==> src/hw/rtl/mdr_pkg.sv <==
// Shared types and constants for the multiply/divide register unit.
package mdr_pkg;

  // Register offsets within the page
  localparam logic [4:0] OFF_MULTIPLICAND = 5'h02;
  localparam logic [4:0] OFF_MULTIPLIER   = 5'h03;
  localparam logic [4:0] OFF_DIVIDEND_LO  = 5'h04;
  localparam logic [4:0] OFF_DIVIDEND_HI  = 5'h05;
  localparam logic [4:0] OFF_DIVISOR      = 5'h06;
  localparam logic [4:0] OFF_QUOT_LO      = 5'h14;
  localparam logic [4:0] OFF_QUOT_HI      = 5'h15;
  localparam logic [4:0] OFF_PR_LO        = 5'h16;
  localparam logic [4:0] OFF_PR_HI        = 5'h17;

  // Access kind carried on tuser
  localparam logic FUNC_WRITE = 1'b0;
  localparam logic FUNC_READ  = 1'b1;

  // Iteration counts of the shared unit
  localparam int MUL_STEPS = 8;
  localparam int DIV_STEPS = 16;
  localparam int CNT_W     = $clog2(DIV_STEPS);

  localparam logic [15:0] DIV_ZERO_QUOT = 16'hFFFF;

  typedef enum logic {
    OP_MUL = 1'b0,
    OP_DIV = 1'b1
  } mdr_op_t;

  // Start request from the register front end to the arithmetic unit
  typedef struct packed {
    logic       start;
    mdr_op_t    op;
    logic [7:0] operand;   // new multiplier or divisor byte
  } mdr_cmd_t;

  // Completion report from the arithmetic unit
  typedef struct packed {
    logic        done;
    mdr_op_t     op;
    logic [15:0] quot;
    logic [15:0] pr;
  } mdr_res_t;

endpackage

==> src/hw/rtl/mdr_arith.sv <==
// Iterative shift-add multiplier and restoring divider around one shared adder.
module mdr_arith (
  input  logic             clk,
  input  logic             rst,
  input  mdr_pkg::mdr_cmd_t cmd,
  input  logic [7:0]       multiplicand,
  input  logic [15:0]      dividend,
  output mdr_pkg::mdr_res_t res
);

  logic                      busy;
  logic                      done;
  logic [mdr_pkg::CNT_W-1:0] count;
  mdr_pkg::mdr_op_t          op;
  logic                      div_zero;
  logic [7:0]                acc;      // product high byte / partial remainder
  logic [15:0]               work;     // multiplier bits / dividend-quotient
  logic [7:0]                opnd;     // multiplicand or divisor

  logic [8:0] add_a;
  logic [8:0] add_b;
  logic       add_sub;
  logic [9:0] add_sum;

  // Shared adder: operand selection by operation
  always_comb begin
    if (op == mdr_pkg::OP_MUL) begin
      add_a   = {1'b0, acc};
      add_b   = work[0] ? {1'b0, opnd} : 9'd0;
      add_sub = 1'b0;
    end else begin
      add_a   = {acc, work[15]};
      add_b   = {1'b0, opnd};
      add_sub = 1'b1;
    end
    add_sum = {1'b0, add_a} + (add_sub ? ~{1'b0, add_b} : {1'b0, add_b})
              + {9'd0, add_sub};
  end

  // Sequencer control
  always_ff @(posedge clk) begin
    if (rst) begin
      busy <= 1'b0;
      done <= 1'b0;
    end else begin
      done <= 1'b0;
      if (cmd.start) begin
        if (cmd.op == mdr_pkg::OP_DIV && cmd.operand == 8'd0) begin
          busy <= 1'b0;
          done <= 1'b1;
        end else begin
          busy <= 1'b1;
        end
      end else if (busy && count == '0) begin
        busy <= 1'b0;
        done <= 1'b1;
      end
    end
  end

  // Datapath: load on start, one step per cycle while busy
  always_ff @(posedge clk) begin
    if (cmd.start) begin
      op       <= cmd.op;
      opnd     <= (cmd.op == mdr_pkg::OP_MUL) ? multiplicand : cmd.operand;
      acc      <= 8'd0;
      div_zero <= (cmd.op == mdr_pkg::OP_DIV) && (cmd.operand == 8'd0);
      if (cmd.op == mdr_pkg::OP_MUL) begin
        work  <= {8'd0, cmd.operand};
        count <= mdr_pkg::CNT_W'(mdr_pkg::MUL_STEPS - 1);
      end else begin
        work  <= dividend;
        count <= mdr_pkg::CNT_W'(mdr_pkg::DIV_STEPS - 1);
      end
    end else if (busy) begin
      count <= count - 1'b1;
      if (op == mdr_pkg::OP_MUL) begin
        acc       <= add_sum[8:1];
        work[7:0] <= {add_sum[0], work[7:1]};
      end else begin
        // top bit set means the trial subtraction borrowed: keep the partial
        // remainder and shift in a zero quotient bit
        acc  <= add_sum[9] ? add_a[7:0] : add_sum[7:0];
        work <= {work[14:0], ~add_sum[9]};
      end
    end
  end

  // Result view
  always_comb begin
    res.done = done;
    res.op   = op;
    if (op == mdr_pkg::OP_MUL) begin
      res.quot = work;
      res.pr   = {acc, work[7:0]};
    end else if (div_zero) begin
      res.quot = mdr_pkg::DIV_ZERO_QUOT;
      res.pr   = work;
    end else begin
      res.quot = work;
      res.pr   = {8'd0, acc};
    end
  end

endmodule

==> src/hw/rtl/mul_div_register_unit.sv <==
// Top level: register page, access sequencer and read-data output register.
// A read transfer's byte is registered and appears on the master side the
// next cycle. A write of the multiplicand or a dividend byte does not hold
// s_tready low. A write of the multiplier runs the shift-add multiplier for
// 8 steps and holds s_tready low until the product is captured; a write of
// the divisor runs the restoring divider for 16 steps and holds s_tready
// low until the quotient and remainder are captured, or only until the
// zero-divisor result is captured. Both share one 9-bit adder and a counter.
// A new transfer is taken only when no read result is left waiting.
module mul_div_register_unit (
  input  logic        clk,
  input  logic        rst,
  input  logic        s_tvalid,
  output logic        s_tready,
  input  logic [15:0] s_tdata,   // [4:0] reg_index, [12:5] write_data, [15:13] zero
  input  logic        s_tuser,   // [0] func (0 write, 1 read)
  output logic        m_tvalid,
  input  logic        m_tready,
  output logic [7:0]  m_tdata    // [7:0] read_data
);

  typedef enum logic [1:0] {
    ST_IDLE = 2'b01,
    ST_BUSY = 2'b10
  } state_t;

  state_t state;
  state_t state_next;

  logic [7:0]  multiplicand;
  logic [7:0]  multiplier;
  logic [15:0] dividend;
  logic [7:0]  divisor;
  logic [15:0] quotient;
  logic [15:0] product_or_remainder;

  logic [4:0] reg_index;
  logic [7:0] write_data;
  logic       accept;
  logic       wr;
  logic       rd;
  logic [7:0] rd_byte;

  mdr_pkg::mdr_cmd_t cmd;
  mdr_pkg::mdr_res_t res;

  assign reg_index  = s_tdata[4:0];
  assign write_data = s_tdata[12:5];
  assign s_tready   = (state == ST_IDLE) && (!m_tvalid || m_tready);
  assign accept     = s_tvalid && s_tready;
  assign wr         = accept && (s_tuser == mdr_pkg::FUNC_WRITE);
  assign rd         = accept && (s_tuser == mdr_pkg::FUNC_READ);

  // Start the shared unit on a multiplier or divisor write
  always_comb begin
    cmd.operand = write_data;
    cmd.start   = 1'b0;
    cmd.op      = mdr_pkg::OP_MUL;
    if (wr && reg_index == mdr_pkg::OFF_MULTIPLIER) begin
      cmd.start = 1'b1;
    end else if (wr && reg_index == mdr_pkg::OFF_DIVISOR) begin
      cmd.start = 1'b1;
      cmd.op    = mdr_pkg::OP_DIV;
    end
  end

  mdr_arith u_arith (
    .clk          (clk),
    .rst          (rst),
    .cmd          (cmd),
    .multiplicand (multiplicand),
    .dividend     (dividend),
    .res          (res)
  );

  // Sequencer
  always_comb begin
    state_next = state;
    case (state)
      ST_IDLE: begin
        if (cmd.start) state_next = ST_BUSY;
      end
      ST_BUSY: begin
        if (res.done) state_next = ST_IDLE;
      end
      default: state_next = ST_IDLE;
    endcase
  end

  always_ff @(posedge clk) begin
    if (rst) begin
      state <= ST_IDLE;
    end else begin
      state <= state_next;
    end
  end

  // Register page writes and result capture
  always_ff @(posedge clk) begin
    if (rst) begin
      multiplicand         <= 8'd0;
      multiplier           <= 8'd0;
      dividend             <= 16'd0;
      divisor              <= 8'd0;
      quotient             <= 16'd0;
      product_or_remainder <= 16'd0;
    end else begin
      if (wr) begin
        case (reg_index)
          mdr_pkg::OFF_MULTIPLICAND: multiplicand   <= write_data;
          mdr_pkg::OFF_MULTIPLIER:   multiplier     <= write_data;
          mdr_pkg::OFF_DIVIDEND_LO:  dividend[7:0]  <= write_data;
          mdr_pkg::OFF_DIVIDEND_HI:  dividend[15:8] <= write_data;
          mdr_pkg::OFF_DIVISOR:      divisor        <= write_data;
          default: ;
        endcase
      end
      if (state == ST_BUSY && res.done) begin
        product_or_remainder <= res.pr;
        if (res.op == mdr_pkg::OP_DIV) quotient <= res.quot;
      end
    end
  end

  // Read decode
  always_comb begin
    case (reg_index)
      mdr_pkg::OFF_QUOT_LO: rd_byte = quotient[7:0];
      mdr_pkg::OFF_QUOT_HI: rd_byte = quotient[15:8];
      mdr_pkg::OFF_PR_LO:   rd_byte = product_or_remainder[7:0];
      mdr_pkg::OFF_PR_HI:   rd_byte = product_or_remainder[15:8];
      default:              rd_byte = 8'd0;
    endcase
  end

  // Output register
  always_ff @(posedge clk) begin
    if (rst) begin
      m_tvalid <= 1'b0;
    end else if (rd) begin
      m_tvalid <= 1'b1;
    end else if (m_tready) begin
      m_tvalid <= 1'b0;
    end
  end

  always_ff @(posedge clk) begin
    if (rd) m_tdata <= rd_byte;
  end

  // Operand copies kept for visibility of the page; divisor/multiplier unused by reads
  logic unused_regs;
  assign unused_regs = ^{multiplier, divisor};

endmodule

==> config.mk <==
export PLATFORM = sky130hd
export DESIGN_NAME = mul_div_register_unit
export DESIGN_NICKNAME = d
export VERILOG_FILES = /design/src/hw/rtl/mdr_pkg.sv /design/src/hw/rtl/mdr_arith.sv /design/src/hw/rtl/mul_div_register_unit.sv
export SDC_FILE = /design/constraint.sdc
export NUM_CORES = 1
export LEC_CHECK = 0
export ABC_AREA = 1
export BUFFER_PORTS_ARGS = -buffer_cell sky130_fd_sc_hd__buf_2
export CAP_MARGIN = 20
export CORE_MARGIN = 3
export CORE_UTILIZATION = 61
export CTS_BUF_LIST = sky130_fd_sc_hd__clkbuf_4 sky130_fd_sc_hd__clkbuf_8
export DETAILED_ROUTE_END_ITERATION = 8
export GPL_TIMING_DRIVEN = 0
export PLACE_DENSITY_LB_ADDON = 0.05
export SKIP_CTS_REPAIR_TIMING = 1
export SYNTH_ARGS = -nofsm -noshare
export SYNTH_HDL_FRONTEND = slang
export SYNTH_SLANG_ARGS = --single-unit
==> constraint.sdc <==
create_clock -name clk -period 7.4 [get_ports clk]
set_clock_uncertainty 0.2 [all_clocks]
set_input_delay 0.74 -clock clk [delete_from_list [all_inputs] [get_ports clk]]
set_output_delay 0.74 -clock clk [all_outputs]
set_load 0.005 [all_outputs]
Yosys cells after proc, flatten, opt, wreduce, memory -nomap -nowiden --
Cells that the tools add are included.
Storage, ports and cells: logic and storage cells 92, output and inout port bits 10, input bits 21, register bits 107
Cells by class: multiplexer cells 33, bitwise logic cells 3, reductions and logical operators 23, eq/ne operators 13, add/sub/neg operators 3
Operator list (number):
- two-way mux 32 bit | 2
- two-way mux 16 bit | 3
- two-way mux 8 bit | 6
- case mux 8 bit (4 select lines) | 1
- == test 5 bit (second input constant) | 4
- two-way mux 9 bit | 2
- == test 5 x 3 -> 1 bit (second input constant) | 3
- two-way mux 4 bit | 3
- AND reduction 2 bit | 6
- two-way mux 1 bit | 11
- adder 10 x 1 -> 10 bit | 1
- adder 9 x 10 -> 10 bit | 1
- == test 5 x 2 -> 1 bit (second input constant) | 2
- two-way mux 10 bit | 1
- inverter 9 -> 10 bit | 1
- logical AND 1 bit | 9
- logical NOT 8 bit | 1
- nonzero test 2 bit | 4
- two-way mux 2 bit | 3
- logical NOT 4 bit | 1
- case mux 2 bit (2 select lines) | 1
- subtractor 4 x 1 -> 4 bit (second input constant) | 1
- == test 2 x 1 -> 1 bit (second input constant) | 1
- == test 2 bit (second input constant) | 1
- 5 further kinds | 6

Logic depth before layout (Yosys ltp) --
Gate-level depths: netlist of the first run.
depth in word-level cells 11, mapped depth 18, depth with buffers taken out 17

By module --
Synthesis of the first run repeated with hierarchy kept, for this count alone.
Second synthesis, totals: cell total of the unflattened synthesis 782, area total of the unflattened synthesis 5741.8 sq um
By module, submodules not included:
- mdr_arith | sequential area each 1101.1 sq um, cells an instance 404, area an instance 2909.0 sq um, times used 1
- mul_div_register_unit | sequential area each 1421.4 sq um, cells an instance 378, area an instance 2832.7 sq um, times used 1

Worst setup path after synthesis of the first run --
No wires, ideal clock.
path kind register to register, start register u_arith.op, end register u_arith.work[0], data pin, library setup time 271 ps, buffers on the path 3, period minus slack after synthesis 2802 ps, data arrival time 2332 ps, cell stages (with the launch flop) 14, data required time 6929 ps, setup slack 4598 ps, path through edfxtp_1 > inv_2 > buf_2 > buf_2 > nand2_1 > a21oi_1 > ha_1 > a21oi_1 > o21ai_0 > a21oi_1 > nand2_2 > buf_6 > nand2_1 > o2111ai_1
On the way: word-level cells in the longest chain between the ends 9, elaborated cells between the ends (all ways) 11, those cells by class add/sub: 2; mux: 7; bitwise: 2
Ends and longest elaborated chain:
- start: declaration | RTL line mdr_arith.sv:14 | mdr_pkg::mdr_op_t op;
- start signal: assignment | RTL line mdr_arith.sv:64 | op <= cmd.op;
- two-way mux 9 bit | RTL line mdr_arith.sv:27 | if (op == mdr_pkg::OP_MUL) begin
- inverter 9 -> 10 bit | RTL line mdr_arith.sv:36 | add_sum = {1'b0, add_a} + (add_sub ? ~{1'b0, add_b} : {1'b0, add_b})
- two-way mux 10 bit | RTL line mdr_arith.sv:36
- adder 9 x 10 -> 10 bit | RTL line mdr_arith.sv:36
- adder 10 x 1 -> 10 bit | RTL line mdr_arith.sv:37 | + {9'd0, add_sub};
- inverter 1 bit | RTL line mdr_arith.sv:84 | work <= {work[14:0], ~add_sum[9]};
- two-way mux 8 bit (*) | RTL line mdr_arith.sv:77 | if (op == mdr_pkg::OP_MUL) begin
- two-way mux 16 bit (*) | RTL line mdr_arith.sv:75 | end else if (busy) begin
- two-way mux 16 bit (*) | RTL line mdr_arith.sv:63 | if (cmd.start) begin
- end signal: assignment | RTL line mdr_arith.sv:69 | work <= {8'd0, cmd.operand};
- end signal: assignment | RTL line mdr_arith.sv:79 | work[7:0] <= {add_sum[0], work[7:1]};
- end signal: assignment | RTL line mdr_arith.sv:84
- end: declaration | RTL line mdr_arith.sv:17 | logic [15:0] work;
Every way passes the cells marked *; elsewhere a longest branch is shown, timed or not. The select of a mux whose other input is x is not followed. A chain may end at the register's enable or synchronous reset.

Worst setup path in the final report of the first run --
Ends and elaborated chain as after synthesis.

==> results.yml, run 1 <==
timing:
  slew_viol_final: 0
  worst_pin_slew_ps: 920.9
  finalCriticalPeriod_ps: 3444
  worst_slack_ps: 3956
  fmax_mhz: 290.4
  finalSetupViolCount: 0
  hold_violations: 0
  rsz0062_at_grt: "false"
  finalSetupTns_ps: 0
  maxSlewHeadroom_pct: 38.38
  fin_crit_sh_pct: 46.54
die:
  die_area_mm2: 0.009857
  start_util_pct: 63.64
  die_w_um: 99.28
  row_count: 33
  io_pins: 31
  core_area_mm2: 0.008341
  die-height_um: 99.28
yosys:
  avgSynthCellArea_um2: 7.851
  synth.top_cell.area_share_pct: 26.03
  synth.area.top_cells: "dfxtp_1, edfxtp_1, nand2_1, inv_1, a21oi_1"
  synth_edf_count: 38
  syn_area_mm2: 0.005308
  postSynthCellCount: 676
  yosysSeqAreaShare_pct: 47.52
  ys_seq_elements: 107
  yosysWarnings: 0
  synthFlopType: "dfxtp_1"
  netlist-cell-type-count: 40
  synth_nets: 708
  synth_top_cell_by_area: "dfxtp_1"
  synthArstFlopShare_pct: 0
critical_path:
  cp-end-kind: "register"
  cp_data_arrival_time_ps: 3350
  critPathMaxFanout: 10
  crit_required_ps: 7300
  path_class: "register to register"
  crit_path_start_kind: "register"
detailed_routing:
  drtPass1Iterations: 5
  via_per_inst: 5.851
  drt_iter0_markers: 437
  detail-route-antenna-nets: 0
  avgRoutedWirePerCell_um: 16.46
  totalWireLength_mm: 13.56
  via_count: 4821
  drc: 0
clocking:
  cts_tree: "done"
  path_clk_slew_ps: 100
  cts_inserted_buffers: 9
  clock_sinks: 107
  root_buffer: "clkbuf_8"
  clk_latency_ps: 370
  clockBufferDepth: 2
  cts-htree-levels: 3
grt:
  grt_pass1_wl_mm: 21.79
  grt_max_degree: 20
  antenna_found_initial: 0
  grt_pass1_vias: 4445
  globalRouteOverflowTotal: 0
  track_usage_pct: 28.09
power_and_ir_drop:
  power_uw: 1389
  powerDensity_mw_per_mm2: 240.0
  ir_drop_mv: 0.1038
  leakage_uw: 0.002552
status:
  status: "completed"
worst_hold_path:
  hold_class: "register to register"
cells_and_area:
  syn_to_final_growth_pct: 9.076
  final_layout_size_suffix_gt1_share_pct: 10.01
  finalNetCount: 746
  antenna_cells: 0
run:
  cap_viol_max_count: 0
placement:
  gp_congestion: 0.9662
  io_buffers: 26
  post-place-ws_ps: 4025
  dp_hpwl_mm: 10.50
-- final cells by class --
type	count	area, µm²
fillers	700	2551
flip-flops and latches	107	2522
multi-input cells	446	2285
inverters	93	349.1
plain buffers	30	151.4
clock buffers	11	145.1
repair buffers	27	135.1
well taps	105	131.4
clock inverters	5	70.07
-- Yosys cell counts (2+ instances only) --
library cell	number
a21oi_1	67
clkbuf_1	13
nor3_1	8
nand3_1	24
xnor2_1	2
o21ai_1	5
a22oi_1	9
buf_6	2
o211ai_1	18
nand4_1	5
nor2_1	39
nand2_2	3
ha_1	10
a31oi_1	3
xor2_1	3
buf_1	2
dfxtp_1	69
o221ai_1	5
inv_1	90
edfxtp_1	38
nor2_4	2
buf_2	9
buf_4	3
o22ai_1	6
nor2_2	2
or2_1	3
o21ai_0	57
inv_2	3
a221oi_1	9
nand2_1	157
-- cell families after synthesis --
kind of cell,after synthesis,share of synthesized area [%]
and+or+nand+nor,249,19.80
AOI/OAI and AO/OA,181,19.68
buffers and inverters,123,9.429
DFF,107,47.52
adders and majority gates,11,2.735
xor gates and xnor gates,5,0.8252
-- per-stage QoR --
stage	std cells	util [%]	instance area, µm²	hold slack [ps]
6_report	824	69.41	5789	268.7
5_1_grt	824	69.41	5789	296.1
3_5_place_dp	808	66.83	5574	256.1
2_1_floorplan	676	-	5308	230.1
3_3_place_gp	807	66.77	5569	240.4
4_1_cts	824	69.41	5789	269.4
-- path summary, 6_finish.rpt --
path / cells past startpoint / startpoint / to / slack [ps]
worst min-delay path: 2 / quotient[0] / quotient[0] / 270
worst max register to register: 13 / u_arith.op / u_arith.work[0] / 3960
worst min register to register: 2 / quotient[0] / quotient[0] / 270
worst max-delay path: 13 / u_arith.op / u_arith.work[0] / 3960
-- metal layers --
layer	wire (µm)	track usage [%]
met5	0	0
met4	424	10.92
met3	1111	4.839
met2	6160	44.16
met1	5868	38.94
-- worst max-delay path, cell delays in order, from the launching register on --
cell and delay (ps):
edfxtp_1 520, inv_2 150, buf_2 240, buf_2 260
nand2_1 180, a21oi_1 260, ha_1 340, a21oi_1 260
o21ai_0 140, a21oi_1 200, nand2_2 90, buf_6 150
nand2_1 60, o2111ai_1 120
-- placed cells by master, fill, tap and decap left out, drive strengths merged --
| master | n |
|---|---|
| nand3 | 25 |
| o221ai | 5 |
| xor2 | 3 |
| a21oi | 67 |
| inv | 95 |
| o211ai | 18 |
| nor3 | 9 |
| xnor2 | 2 |
| nand2 | 161 |
| o2111ai | 1 |
| fa | 1 |
| a31oi | 3 |
| nor4 | 1 |
| dfxtp | 69 |
| a22oi | 9 |
| nor2 | 43 |
| bufinv | 1 |
| a221oi | 9 |
| buf | 43 |
| ha | 10 |
| nand3b | 1 |
| nand4 | 5 |
| and3 | 1 |
| o22ai | 6 |
| clkbuf | 25 |
| o21ai | 63 |
| edfxtp | 38 |
| or2 | 3 |
| clkinv | 2 |
-- power by group --
part           internal [µW]  switching, µW  leakage, µW  total (µW)
sequential               631           16.1     0.000919         647
combinational            125            238      0.00152         364
clock                    175            204     0.000111         378
-- registers in the layout, summed over array words and instances, names as in the netlist --
signal and cells:
dividend 16, u_arith.busy 1, u_arith.opnd 8, u_arith.done 1
m_tdata 8, state 2, u_arith.work 16, u_arith.count 4
multiplicand 8, u_arith.div_zero 1, u_arith.acc 8, quotient 16
m_tvalid 1, u_arith.op 1, product_or_remainder 16
Note: power is estimated with default switching activity, not from simulation.
==> run 2, diff against run 1 <==
--- a/config.mk
+++ b/config.mk
@@ -5,11 +5,11 @@
 export SDC_FILE = /design/constraint.sdc
 export NUM_CORES = 1
 export LEC_CHECK = 0
-export ABC_AREA = 1
+export ABC_AREA = 0
 export BUFFER_PORTS_ARGS = -buffer_cell sky130_fd_sc_hd__buf_2
 export CAP_MARGIN = 20
 export CORE_MARGIN = 3
-export CORE_UTILIZATION = 61
+export CORE_UTILIZATION = 57
 export CTS_BUF_LIST = sky130_fd_sc_hd__clkbuf_4 sky130_fd_sc_hd__clkbuf_8
 export DETAILED_ROUTE_END_ITERATION = 8
 export GPL_TIMING_DRIVEN = 0
==> constraint.sdc (replaced) <==
create_clock -name clk -period 2.9 [get_ports clk]
set_clock_uncertainty 0.2 [all_clocks]
set_input_delay 0.29 -clock clk [delete_from_list [all_inputs] [get_ports clk]]
set_output_delay 0.29 -clock clk [all_outputs]
set_load 0.005 [all_outputs]
==> run 2 against run 1 <==
- the flow now finishes with violations (negative setup slack)
- hold slack got worse by 240 ps
- critical path type unchanged
- highest routed layer unchanged
- sequential share of layout area fell by 1.5 points
- global-route usage fell by 1.4 points
- total power rose by 120%
==> results.yml, run 2 <==
placement:
  dp_hpwl_mm: 9.829
  post-place-ws_ps: -304.3
  io_buffers: 26
  gp_congestion: 0.8909
detailed_routing:
  drt_iter0_markers: 310
  drtPass1Iterations: 6
  via_per_inst: 6.229
  drc: 0
  detail-route-antenna-nets: 0
  totalWireLength_mm: 13.46
  via_count: 4385
  avgRoutedWirePerCell_um: 19.11
cells_and_area:
  final_layout_size_suffix_gt1_share_pct: 18.46
  final_cell_mix: "nor2_1, dfxtp_1, nand2_1"
  final_util_pct: 67.77
  finalNetCount: 623
  layout_commonest_cell: "nor2_1"
  fillCellCount: 726
  antenna_cells: 0
  syn_to_final_growth_pct: 14.28
clocking:
  clk_latency_ps: 380
  cts_tree: "done"
  cts-htree-levels: 3
  clock_sinks: 107
  clockBufferDepth: 2
  cts_inserted_buffers: 9
  root_buffer: "clkbuf_8"
  path_clk_slew_ps: 110
grt:
  grt_pass1_vias: 4104
  track_usage_pct: 26.73
  grt_pass1_wl_mm: 21.33
  antenna_found_initial: 0
  globalRouteOverflowTotal: 0
  grt_max_degree: 20
timing:
  fin_crit_sh_pct: 105.4
  slew_viol_final: 0
  maxSlewHeadroom_pct: 38.26
  worst_pin_slew_ps: 924.2
  finalSetupViolCount: 8
  fmax_mhz: 327.2
  hold_violations: 0
  finalCriticalPeriod_ps: 3057
  worst_slack_ps: -156.6
  rsz0062_at_grt: "true"
critical_path:
  crit_top_cell: "nand2_1"
  cpMaxStageDelayCell: "edfxtp_1"
  cp-end-kind: "register"
  cp_data_arrival_time_ps: 3000
  critPathMaxStageDelay_ps: 440
  r2r_cells: 11
  crit_chain: "buf_8 -> inv_2 -> buf_6 -> nand2_1 -> nand2_1 -> ha_4 -> a21oi_4 -> o31ai_4 -> a41o_4 -> a211o_4 -> a221o_1"
  crit_cells: 11
  r2r-start: "u_arith.op"
  path_class: "register to register"
  critPathBufInv: 3
  crit_required_ps: 2840
  critPathMaxFanout: 10
  cpLargestDelayFamily: "compound AO/OA/AOI/OAI gates"
  crit_start: "u_arith.op"
  crit_path_start_kind: "register"
power_and_ir_drop:
  p_int_uw: 2194
  powerDensity_mw_per_mm2: 514.0
  ir_drop_mv: 0.4861
  pwr-share-comb_pct: 17.6
  p_seq_share_pct: 53.0
  leakage_uw: 0.002230
  switching_share_pct: 28.81
  power.switching_uw: 888.2
  clockPowerShare_pct: 29.4
worst_hold_path:
  hold_class: "input pin to register"
  worstHoldStart: "s_tvalid"
  min_path_cells: 3
die:
  start_util_pct: 59.30
  die_area_mm2: 0.01039
  row_count: 34
  die_w_um: 102.0
  core_area_mm2: 0.008848
  io_pins: 31
  die-height_um: 102.0
yosys:
  synth.area.top_cells: "dfxtp_1, edfxtp_1, mux2i_1, nor2_1, nand2_1"
  syn_area_mm2: 0.005248
  synthFlopType: "dfxtp_1"
  synth_edf_count: 38
  synthArstFlopShare_pct: 0
  ys_top_cells_by_count: "nor2_1, dfxtp_1, nand2_1"
  synth.top_cell.area_share_pct: 26.32
  yosysSeqAreaShare_pct: 48.07
  yosysWarnings: 0
  ys_seq_elements: 107
  synth_nets: 571
  postSynthCellCount: 539
  synth.most_common_cell: "nor2_1"
  synth_top_cell_by_area: "dfxtp_1"
  netlist-cell-type-count: 62
  avgSynthCellArea_um2: 9.736
run:
  cap_viol_max_count: 0
status:
  violations: "negative setup slack"
  status: "complete, but fails checks"
## run 2: tightest hold or removal path, cell delays in order
cell	delay (ps)
buf_2	120
nand3_1	90
a21oi_1	70
## run 2: path summary, 6_finish.rpt
check	slack, ps	endpoint
setup / recovery	-160	u_arith.work[0]
hold / removal	30	m_tvalid
setup reg to reg	-160	u_arith.work[0]
hold reg to reg	310	multiplicand[7]
## run 2: per-stage QoR
stage | setup TNS, ps | std cells | hold slack (ps) | instance area [µm²] | power (µW)
global route | -1723 | 704 | 25.98 | 5997 | 3209
finish | -727.7 | 704 | 27.95 | 5997 | 3083
floorplan | 0 | 539 | 233.9 | 5323 | 2007
global placement | -945.6 | 673 | 268.9 | 5588 | 2117
detailed placement | -1550 | 673 | 279.8 | 5588 | 2133
CTS | -1805 | 689 | 14.25 | 5782 | 3015
## run 2: power groups by stage
stage / registers [µW] / logic [µW] / clock network, µW
after floorplan: 1650 / 357 / 0
final: 1630 / 543 / 906
after detailed placement: 1670 / 468 / 0
after global placement: 1670 / 451 / 0
after global routing: 1640 / 601 / 971
after CTS: 1630 / 469 / 914
## run 2: final cells by class
class                           instances  area (µm²)  share of cell area, %
Sequential cell                       107        2522                  42.06
Clock inverter                          6       56.30                 0.9389
Tap cell                              108       135.1                  2.253
Multi-Input combinational cell        390        2675                  44.61
Buffer                                 36       205.2                  3.422
Inverter                                6       22.52                 0.3755
Clock buffer                           10       137.6                  2.295
Timing Repair Buffer                   41       242.7                  4.048
## run 2: cell families (layout without fill, tap and decap cells)
logic type               count (synthesis)  count (layout)  share of synthesized area [%]
flip-flops                             107             107                          48.07
AO/OA/AOI/OAI                          116             116                          16.67
buffers and inverters                   42              99                          3.505
multiplexers                            41              41                          8.012
XOR/XNOR                                 9               9                          1.502
AND/OR/NAND/NOR                        213             213                          19.48
adder cells (fa/ha/maj)                 11              11                          2.766
## run 2: layer usage
| metal | up-vias | wire [µm] | GRT usage, % |
|---|---|---|---|
| met5 | - | 0 | 0 |
| met4 | 0 | 256 | 7.164 |
| met3 | 22 | 825 | 6.212 |
| met2 | 167 | 6458 | 43.41 |
| met1 | 2102 | 5916 | 36.27 |
| li1 | 2094 | - | - |
==> run 3, diff against run 2 <==
--- a/config.mk
+++ b/config.mk
@@ -5,9 +5,10 @@
 export SDC_FILE = /design/constraint.sdc
 export NUM_CORES = 1
 export LEC_CHECK = 0
-export ABC_AREA = 0
+export ABC_AREA = 1
 export BUFFER_PORTS_ARGS = -buffer_cell sky130_fd_sc_hd__buf_2
 export CAP_MARGIN = 20
+export CORE_ASPECT_RATIO = 0.6
 export CORE_MARGIN = 3
 export CORE_UTILIZATION = 57
 export CTS_BUF_LIST = sky130_fd_sc_hd__clkbuf_4 sky130_fd_sc_hd__clkbuf_8
==> run 3 against run 2 <==
- the run now ends clean
- clock-buffer cell count is the same
- clock power shrank 5.8%
- sequential power is essentially flat
- global-route usage grew 1.8 points
- sequential cell count is the same
- register-to-register slack gained 190 ps
- sequential share of layout area shrank 0.48 points
- non-clock buffer count shrank 12
- worst setup slack gained 190 ps
- total power grew 18%
- critical endpoint is now u_arith.acc[2]
- highest routed layer unchanged
==> results.yml, run 3 (same netlist as run 1, synthesis figures left out) <==
status:
  status: "completed"
critical_path:
  critPathMaxFanout: 10
  crit_required_ps: 2990
  r2r_cells: 18
  cp_data_arrival_time_ps: 2960
  r2r-start: "u_arith.op"
  cp-end-kind: "register"
  crit_path_start_kind: "register"
  reg2reg_slack_ps: 40
  path_class: "register to register"
  reg2reg_to: "u_arith.acc[2]"
timing:
  rsz0062_at_grt: "true"
  maxSlewHeadroom_pct: 37.56
  worst_pin_slew_ps: 933.2
  finalCriticalPeriod_ps: 2864
  fmax_mhz: 349.2
  fin_crit_sh_pct: 98.75
  hold_violations: 0
  fin_hold_ws_ps: 39.99
  finalSetupViolCount: 0
  slew_viol_final: 0
  worst_slack_ps: 36.32
grt:
  track_usage_pct: 28.56
  grt_max_degree: 20
  globalRouteOverflowTotal: 0
  antenna_found_initial: 0
  grt_pass1_vias: 4325
  grt_pass1_wl_mm: 22.71
worst_hold_path:
  whs_endpoint: "dividend[9]"
  min_path_cells: 3
  hold_class: "input pin to register"
  worstHoldStart: "s_tdata[6]"
clocking:
  path_clk_slew_ps: 110
  cts-htree-levels: 3
  root_buffer: "clkbuf_8"
  clk_latency_ps: 380
  cts_inserted_buffers: 9
  clockBufferDepth: 2
  clock_sinks: 107
  cts_tree: "done"
placement:
  gp_congestion: 0.9672
  post-place-ws_ps: -542.2
  io_buffers: 26
  dp_hpwl_mm: 11.13
cells_and_area:
  syn_to_final_growth_pct: 14.29
  final_cell_mix: "nand2_1, inv_1, dfxtp_1"
  layout_commonest_cell: "nand2_1"
  finalNetCount: 754
  antenna_cells: 0
  final_layout_size_suffix_gt1_share_pct: 14.99
  final_util_pct: 69.06
detailed_routing:
  drc: 0
  totalWireLength_mm: 14.95
  drt_iter0_markers: 649
  avgRoutedWirePerCell_um: 17.81
  drtPass1Iterations: 5
  via_count: 4946
  detail-route-antenna-nets: 0
  via_per_inst: 5.895
run:
  cap_viol_max_count: 0
die:
  die_w_um: 130.6
  die-height_um: 80.75
  io_pins: 31
  row_count: 26
  die_area_mm2: 0.01054
  start_util_pct: 60.43
  core_area_mm2: 0.008783
power_and_ir_drop:
  power_uw: 3623
  ir_drop_mv: 0.2758
  leakage_uw: 0.002615
  powerDensity_mw_per_mm2: 597.2
==> run 3: changes by cell type in the layout (fill, tap and decap cells not counted), moves of 33 or more <==
cell     before  now
a21oi_1      15   58
inv_1         4   90
mux2i_1      33    0
nand2_1      55  153
nor2_1       76   32
o21ai_0       9   52
==> run 3: per-stage QoR <==
step                      setup TNS, ps  area [µm²]  instances
after CTS                         -4767        5756        831
final                                 0        6066        839
after detailed placement          -4434        5583        815
after floorplan                       0        5308        676
after global placement            -3558        5578        814
after global routing             -312.8        6066        839
==> run 3: worst max path at each step <==
stage	start	end	slack, ps
floorplan	u_arith.op	u_arith.work[0]	100
global placement	u_arith.op	u_arith.work[0]	-450
detailed placement	u_arith.op	u_arith.work[0]	-540
CTS	u_arith.op	u_arith.acc[3]	-580
global route	u_arith.op	u_arith.acc[2]	-100
finish	u_arith.op	u_arith.acc[2]	40
==> run 3: per-layer routing <==
metal	track usage (%)	wire length, µm	up-vias
met5	0	0	-
met3	7.950	1640	17
met1	45.28	7270	2287
met2	38.76	5898	269
li1	-	-	2373
met4	5.236	135	0
==> run 3: area by class of cell <==
class	count	area, µm²
fill	715	2718
tap	112	140.1
sequential	107	2522
clock buffer	10	131.4
buffer	30	207.7
multi-input combinational	446	2479
inverter	93	349.1
timing repair buffer	35	195.2
clock inverter	6	41.29
==> run 3: report_power, final <==
group | switching, µW | internal, µW
logic | 705 | 412
registers | 42.9 | 1610
clock network | 527 | 326
total | 1270 | 2350
==> run 3: critical path, cell delays in order, from the launching register on <==
cell	delay, ps
edfxtp_1	520
inv_2	130
buf_8	130
buf_12	140
nand2_8	80
a21oi_2	170
ha_2	330
nand2_2	80
inv_1	40
nand2_1	70
nand2_2	70
a21oi_2	170
nand2_2	90
inv_1	180
nand2_1	80
nand2_1	60
nand3_1	90
nand2_1	100
inv_1	40
